`src/sv/wdt_pkg.sv`:
```
`timescale 1ns / 1ps

package wdt_pkg;

  // Counter width (8 to 32); Load writes are truncated to it
  localparam int unsigned COUNT_WIDTH = 32;

  localparam int unsigned DATA_WIDTH = 32;
  localparam int unsigned ADDR_WIDTH = 12;

  typedef logic [COUNT_WIDTH-1:0] count_t;
  typedef logic [DATA_WIDTH-1:0]  word_t;
  typedef logic [ADDR_WIDTH-1:0]  addr_t;

  // Beat operation codes
  typedef enum logic [1:0] {
    OP_TICK  = 2'd0,
    OP_READ  = 2'd1,
    OP_WRITE = 2'd2,
    OP_NONE  = 2'd3
  } op_t;

  // Register offsets
  localparam addr_t REG_LOAD    = 12'h000;
  localparam addr_t REG_VALUE   = 12'h004;
  localparam addr_t REG_CONTROL = 12'h008;
  localparam addr_t REG_INTCLR  = 12'h00C;
  localparam addr_t REG_RIS     = 12'h010;
  localparam addr_t REG_MIS     = 12'h014;
  localparam addr_t REG_LOCK    = 12'hC00;
  localparam addr_t REG_PID0    = 12'hFE0;
  localparam addr_t REG_PID1    = 12'hFE4;
  localparam addr_t REG_PID2    = 12'hFE8;
  localparam addr_t REG_PID3    = 12'hFEC;
  localparam addr_t REG_CID0    = 12'hFF0;
  localparam addr_t REG_CID1    = 12'hFF4;
  localparam addr_t REG_CID2    = 12'hFF8;
  localparam addr_t REG_CID3    = 12'hFFC;

  localparam word_t UNLOCK_WORD = 32'h1ACC_E551;

  // ID register contents
  localparam word_t PID0_VAL = 32'h0000_0005;
  localparam word_t PID1_VAL = 32'h0000_0018;
  localparam word_t PID2_VAL = 32'h0000_0014;
  localparam word_t PID3_VAL = 32'h0000_0000;
  localparam word_t CID0_VAL = 32'h0000_000D;
  localparam word_t CID1_VAL = 32'h0000_00F0;
  localparam word_t CID2_VAL = 32'h0000_0005;
  localparam word_t CID3_VAL = 32'h0000_00B1;

  // Control bit positions
  localparam int unsigned INT_EN_BIT = 0;
  localparam int unsigned RST_EN_BIT = 1;

endpackage

```
`src/sv/watchdog_timer_regs.sv`:
```
`timescale 1ns / 1ps

// Channel | Direction | Handshake           | Payload
// in      | input     | in_valid / in_ready | operation, address, write_data
// out     | output    | out_valid/out_ready | read_data, irq, wdog_reset
//
// One beat per cycle while out is not stalled: a beat is decoded and applied to
// the registers in the cycle it is accepted, and its result lands in the single
// output register next edge.
// in_ready is high while the output register is empty or being drained, so
// a stall on out holds in; nothing else throttles the input.
// rst (synchronous) restores load/count to all ones and clears all flags.

module watchdog_timer_regs (
  input  logic                clk,
  input  logic                rst,
  input  logic                in_valid,
  output logic                in_ready,
  input  logic [1:0]          operation,
  input  wdt_pkg::addr_t      address,
  input  wdt_pkg::word_t      write_data,
  output logic                out_valid,
  input  logic                out_ready,
  output wdt_pkg::word_t      read_data,
  output logic                irq,
  output logic                wdog_reset
);
  import wdt_pkg::*;

  // Architectural state
  count_t     load_value;
  count_t     count_value;
  logic [1:0] control_bits;
  logic       raw_irq_flag;
  logic       lock_flag;
  logic       reset_flag;

  count_t     load_value_next;
  count_t     count_value_next;
  logic [1:0] control_bits_next;
  logic       raw_irq_flag_next;
  logic       lock_flag_next;
  logic       reset_flag_next;
  word_t      read_data_next;

  logic in_fire;
  op_t  op;

  assign in_ready = !out_valid || out_ready;
  assign in_fire  = in_valid && in_ready;
  assign op       = op_t'(operation);

  // Register read mux
  always_comb begin
    unique case (address)
      REG_LOAD:    read_data_next = DATA_WIDTH'(load_value);
      REG_VALUE:   read_data_next = DATA_WIDTH'(count_value);
      REG_CONTROL: read_data_next = DATA_WIDTH'(control_bits);
      REG_RIS:     read_data_next = DATA_WIDTH'(raw_irq_flag);
      REG_MIS:     read_data_next = DATA_WIDTH'(raw_irq_flag & control_bits[INT_EN_BIT]);
      REG_LOCK:    read_data_next = DATA_WIDTH'(lock_flag);
      REG_PID0:    read_data_next = PID0_VAL;
      REG_PID1:    read_data_next = PID1_VAL;
      REG_PID2:    read_data_next = PID2_VAL;
      REG_PID3:    read_data_next = PID3_VAL;
      REG_CID0:    read_data_next = CID0_VAL;
      REG_CID1:    read_data_next = CID1_VAL;
      REG_CID2:    read_data_next = CID2_VAL;
      REG_CID3:    read_data_next = CID3_VAL;
      default:     read_data_next = '0;
    endcase
    if (op != OP_READ) begin
      read_data_next = '0;
    end
  end

  // Next-state for tick and write beats
  always_comb begin
    load_value_next   = load_value;
    count_value_next  = count_value;
    control_bits_next = control_bits;
    raw_irq_flag_next = raw_irq_flag;
    lock_flag_next    = lock_flag;
    reset_flag_next   = reset_flag;
    unique case (op)
      OP_TICK: begin
        if (control_bits[INT_EN_BIT] && !reset_flag) begin
          if (count_value != '0) begin
            count_value_next = count_value - 1'b1;
          end else if (!raw_irq_flag) begin
            // first timeout: flag and reload
            raw_irq_flag_next = 1'b1;
            count_value_next  = load_value;
          end else if (control_bits[RST_EN_BIT]) begin
            reset_flag_next = 1'b1;
          end else begin
            count_value_next = load_value;
          end
        end
      end
      OP_WRITE: begin
        if (address == REG_LOCK) begin
          lock_flag_next = (write_data != UNLOCK_WORD);
        end else if (!lock_flag) begin
          if (address == REG_LOAD) begin
            load_value_next  = write_data[COUNT_WIDTH-1:0];
            count_value_next = write_data[COUNT_WIDTH-1:0];
          end else if (address == REG_CONTROL) begin
            control_bits_next = write_data[1:0];
            if (!control_bits[INT_EN_BIT] && write_data[INT_EN_BIT] && !reset_flag) begin
              count_value_next = load_value;
            end
          end else if (address == REG_INTCLR) begin
            raw_irq_flag_next = 1'b0;
            count_value_next  = load_value;
          end
        end
      end
      default: begin
      end
    endcase
  end

  // State and output register
  always_ff @(posedge clk) begin
    if (rst) begin
      load_value   <= '1;
      count_value  <= '1;
      control_bits <= '0;
      raw_irq_flag <= 1'b0;
      lock_flag    <= 1'b0;
      reset_flag   <= 1'b0;
      out_valid    <= 1'b0;
    end else begin
      if (in_fire) begin
        load_value   <= load_value_next;
        count_value  <= count_value_next;
        control_bits <= control_bits_next;
        raw_irq_flag <= raw_irq_flag_next;
        lock_flag    <= lock_flag_next;
        reset_flag   <= reset_flag_next;
        out_valid    <= 1'b1;
      end else if (out_ready) begin
        out_valid <= 1'b0;
      end
    end
  end

  // Result payload
  always_ff @(posedge clk) begin
    if (in_fire) begin
      read_data  <= read_data_next;
      irq        <= raw_irq_flag_next & control_bits_next[INT_EN_BIT];
      wdog_reset <= reset_flag_next;
    end
  end

  // Reset request is sticky until rst
  a_reset_sticky: assert property (@(posedge clk) disable iff (rst)
    reset_flag |=> reset_flag)
    else $error("reset_flag dropped without rst");

  // Ticks do not move the counter once reset is raised
  a_count_frozen: assert property (@(posedge clk) disable iff (rst)
    (reset_flag && in_fire && op == OP_TICK) |=> $stable(count_value))
    else $error("counter moved after reset raised");

  // Pending result reflects current state (state only moves with a new beat)
  a_levels_match: assert property (@(posedge clk) disable iff (rst)
    out_valid |-> (irq == (raw_irq_flag & control_bits[INT_EN_BIT]))
                  && (wdog_reset == reset_flag))
    else $error("output levels out of step with state");

  // Locked writes off the lock register change nothing
  a_locked_write: assert property (@(posedge clk) disable iff (rst)
    (in_fire && lock_flag && op == OP_WRITE && address != REG_LOCK)
      |=> $stable(load_value) && $stable(count_value) && $stable(control_bits)
          && $stable(raw_irq_flag))
    else $error("write took effect while locked");

  // A stalled result blocks the input
  a_stall_blocks: assert property (@(posedge clk) disable iff (rst)
    (out_valid && !out_ready) |-> !in_ready)
    else $error("input accepted over a stalled result");

endmodule

```
`config.mk`:
```
export PLATFORM = sky130hd
export DESIGN_NAME = watchdog_timer_regs
export DESIGN_NICKNAME = d
export VERILOG_FILES = /design/src/sv/wdt_pkg.sv /design/src/sv/watchdog_timer_regs.sv
export SDC_FILE = /design/constraint.sdc
export NUM_CORES = 1
export LEC_CHECK = 0
export BUFFER_PORTS_ARGS = -buffer_cell sky130_fd_sc_hd__buf_2
export CORE_ASPECT_RATIO = 2
export CORE_MARGIN = 10
export CORE_UTILIZATION = 38
export CTS_CLUSTER_DIAMETER = 200
export DETAILED_ROUTE_END_ITERATION = 6
export GPL_TIMING_DRIVEN = 0
export SYNTH_ARGS = -nofsm -noshare
export SYNTH_HDL_FRONTEND = slang
export SYNTH_SLANG_ARGS = --single-unit
```
`constraint.sdc`:
```
create_clock -name clk -period 2.85 [get_ports clk]
set_clock_uncertainty 0.05 [all_clocks]
set_input_delay 0.1425 -clock clk [delete_from_list [all_inputs] [get_ports clk]]
set_output_delay 0.1425 -clock clk [all_outputs]
set_load 0.05 [all_outputs]
```
==> metrics.txt <==
Initial Utilization=0.383; #FFs+latches synth=roughly 100; hold crit path type=input pin to register; Seq pwr share=0.501; Reg clk slew, reported paths=70 ps; IO Port Bufs=85; final setup margin=230 ps; gpl congestion=0.935; Final Hold Viols=1; crit path DAT=roughly 2800 ps; P_leak=2.34 nW; CP Max Fanout=10; Min-Delay Path Depth=3; fin cells=967; Ys Warns=0; drc violations=0; Sw Ratio=0.258; core area=~15000 sq um; worst hold slack=-4.97 ps; H-tree depth=3; EDFF count, synth=34; vias=6021; Critical Path RT=3020 ps; synth-to-layout area growth=19.7%; share of power burned in combinational logic=0.103; setup TNS=0 ps; mapped cell area=5830 sq um; full die area=around 21000 sq um; CTS buffer count=9; post-route ant nets=0; Internal=0.00231 W; Nets=817; root buffer cell=clkbuf_16; PD cells=446 nW/um^2; grt ovf=0; Cell Rows=64; Worst Max-Slew Pin Slew=between 1000 and 1500 ps; Top FF cell, synth=dfxtp_1; final setup violation count=0; RSZ-0062 raised after global routing=false; number of global-route vias before repair=6133; Skew-Pair Late Insertion Delay=370 ps; failing checks=negative hold slack; maximum clock frequency=382 MHz; fillers=around 1500; DR vias/cell=6.23; CTS tree=done; Max Cap Viol=0; Detailed Routing Iterations Pass 1=6; Sw Pwr=0.000804 W; register area share after synthesis=0.416; Slew headroom=0.255; largest area contributor in the netlist=dfxtp_1; Setup crit start kind=register; flop2flop setup slack=between 200 and 250 ps; slowest stage delay, CP=560 ps; All-Layer GR Usage=0.213; Slew Viols, Final=0; Synth Net Count=approximately 700; 1st-iter DRT viols=around 440; worst min-delay path startpoint=write_data[29]; fraction of layout cells with a size suffix above 1=0.207; CTS Buffer Depth=2; dpl cells=933; global-route wire length before repair=34500 um; Yosys top cell area share=0.240; Avg WL per Cell=23.5 um; R2R cell count=8; most frequent cells in the layout=93 x buf_2, 69 x nor2_1, 69 x dfxtp_1; largest net degree at the start of global routing=20; syn avg cell area=about 9.0 sq um; Post-synth ARST share=0; synth top area cells=dfxtp_1 24%, edfxtp_1 18%, mux2i_1 6.5%; CP Capture Type=register; initial antenna violation count=0; worst ir drop on vdd=0.284 mV; WL final=between 20000 and 25000 um; Clock power frac=0.396; chip height=approximately 200 um; dpl ws=-192 ps; worst r2r src=count_value[4]; Syn Inst Count=650; CP dominant cell by count=o221ai_1; Crit-path slowest cell=nor4_4; Synth cell types=79; kind of critical path=register to register; outcome=finished with violations; final core occ=0.459; Antenna diodes=0; CP Cell Sequence=buf_6 > nor4_4 > nand3_2 > nor3_2 > o21ai_1 > buf_2 > o221ai_1 > o221ai_1; Die Span X=108 um; Tmin final=2620 ps; terminus of the critical flop-to-flop path=count_value[28]; Detail Placement HPWL=16800 um; I/O pins=86; hold path endpoint=load_value[29]; Tcrit/Tclk final=0.919; Clock Sinks=104; most common cell after layout, fill and taps aside=buf_2
## routing by layer
layer | global-route usage | part of all wire | wire length (um)
met5 | 0 | 0 | 0
met4 | 0.155 | 0.072 | 1630
met3 | 0.0392 | 0.057 | 1300
met2 | 0.379 | 0.52 | 11900
met1 | 0.212 | 0.35 | 7910
## timing repair
item                                   in CTS  in global routing
gates resized for setup                     0                  3
hold buffers                               18                  0
endpoints found under the hold margin      18                  0
buffers inserted                            0                  0
setup endpoints to repair                  17                 15
gates cloned                                1                  0
## layout make-up
| class | instances | area (sq um) | area share |
|---|---|---|---|
| well taps | 198 | 248 | 0.0355 |
| plain buffers | 45 | 239 | 0.0343 |
| clock buffers | 10 | 229 | 0.0328 |
| clock inverters | 5 | 48.8 | 0.00699 |
| repair inverters | 1 | 5.00 | 0.000717 |
| repair buffers | 103 | 606 | 0.0868 |
| multi-input cells | 493 | 3140 | 0.451 |
| inverters | 8 | 33.8 | 0.00484 |
| flip-flops and latches | 104 | 2420 | 0.347 |
## how the worst max path moves through the flow
stage	from	to	slack [ps]	cells past startpoint
after floorplan	out_valid	count_value[24]	180	8
after global placement	out_ready	count_value[20]	-80	9
after detailed placement	out_ready	count_value[17]	-190	9
after CTS	out_valid	count_value[19]	170	7
after global routing	count_value[13]	count_value[4]	70	9
final	count_value[4]	count_value[28]	230	8
## sequential cells by signal, summed over array words and instances (netlist names)
name          flops
wdog_reset        1
reset_flag        1
count_value      32
irq               1
out_valid         1
raw_irq_flag      1
load_value       32
control_bits      2
read_data        32
lock_flag         1
## stage by stage
step | power (W) | instance area [sq um]
after floorplan | 0.00175 | 5830
after detailed placement | 0.00189 | 6510
after global routing | 0.00321 | 6980
final | 0.00311 | 6980
after CTS | 0.00312 | 6970
after global placement | 0.00188 | 6510
## power by group through the flow
stage	sequential, W	combinational (W)	clock, W
after CTS	0.00156	0.000317	0.00124
after global routing	0.00156	0.000336	0.00131
after global placement	0.00159	0.000292	0
after floorplan	0.00167	0.0000823	0
final	0.00156	0.000320	0.00123
after detailed placement	0.00159	0.000295	0
## kinds of logic after synthesis
kind of cell / count (synthesis) / synth area share
DFF: 104 / 0.416
AOI/OAI and AO/OA: 179 / 0.208
adders and majority gates: 2 / 0.00429
muxes: 40 / 0.0691
xor gates and xnor gates: 12 / 0.0180
buffers and inverters: 53 / 0.0460
and+or+nand+nor: 260 / 0.239
## cells in the mapped netlist (4+ instances only)
library cell	n
inv_1	7
nor2_1	70
nor4_1	8
o21ai_0	38
xnor2_1	6
nand4_1	15
mux2i_1	38
edfxtp_1	34
clkbuf_1	23
buf_6	4
a22oi_1	34
nor2b_1	4
a21oi_1	33
and3_1	5
xor2_1	6
buf_2	8
nor4_2	5
or2_2	4
buf_4	6
o221ai_1	9
nand2b_1	5
o32a_1	4
nand3_1	20
o21ai_1	5
a32oi_1	4
a31oi_1	6
and2_1	4
o22ai_1	9
nor3_1	18
nand2_1	65
dfxtp_1	70
## critical path, delay by kind of cell (launching register included)
kind                   cells  cell delay, ps
AOI/OAI and AO/OA          3             620
buffers and inverters      2             430
DFF                        1             310
and+or+nand+nor            3            1050
No activity file was read; power rests on OpenSTA's default activity.
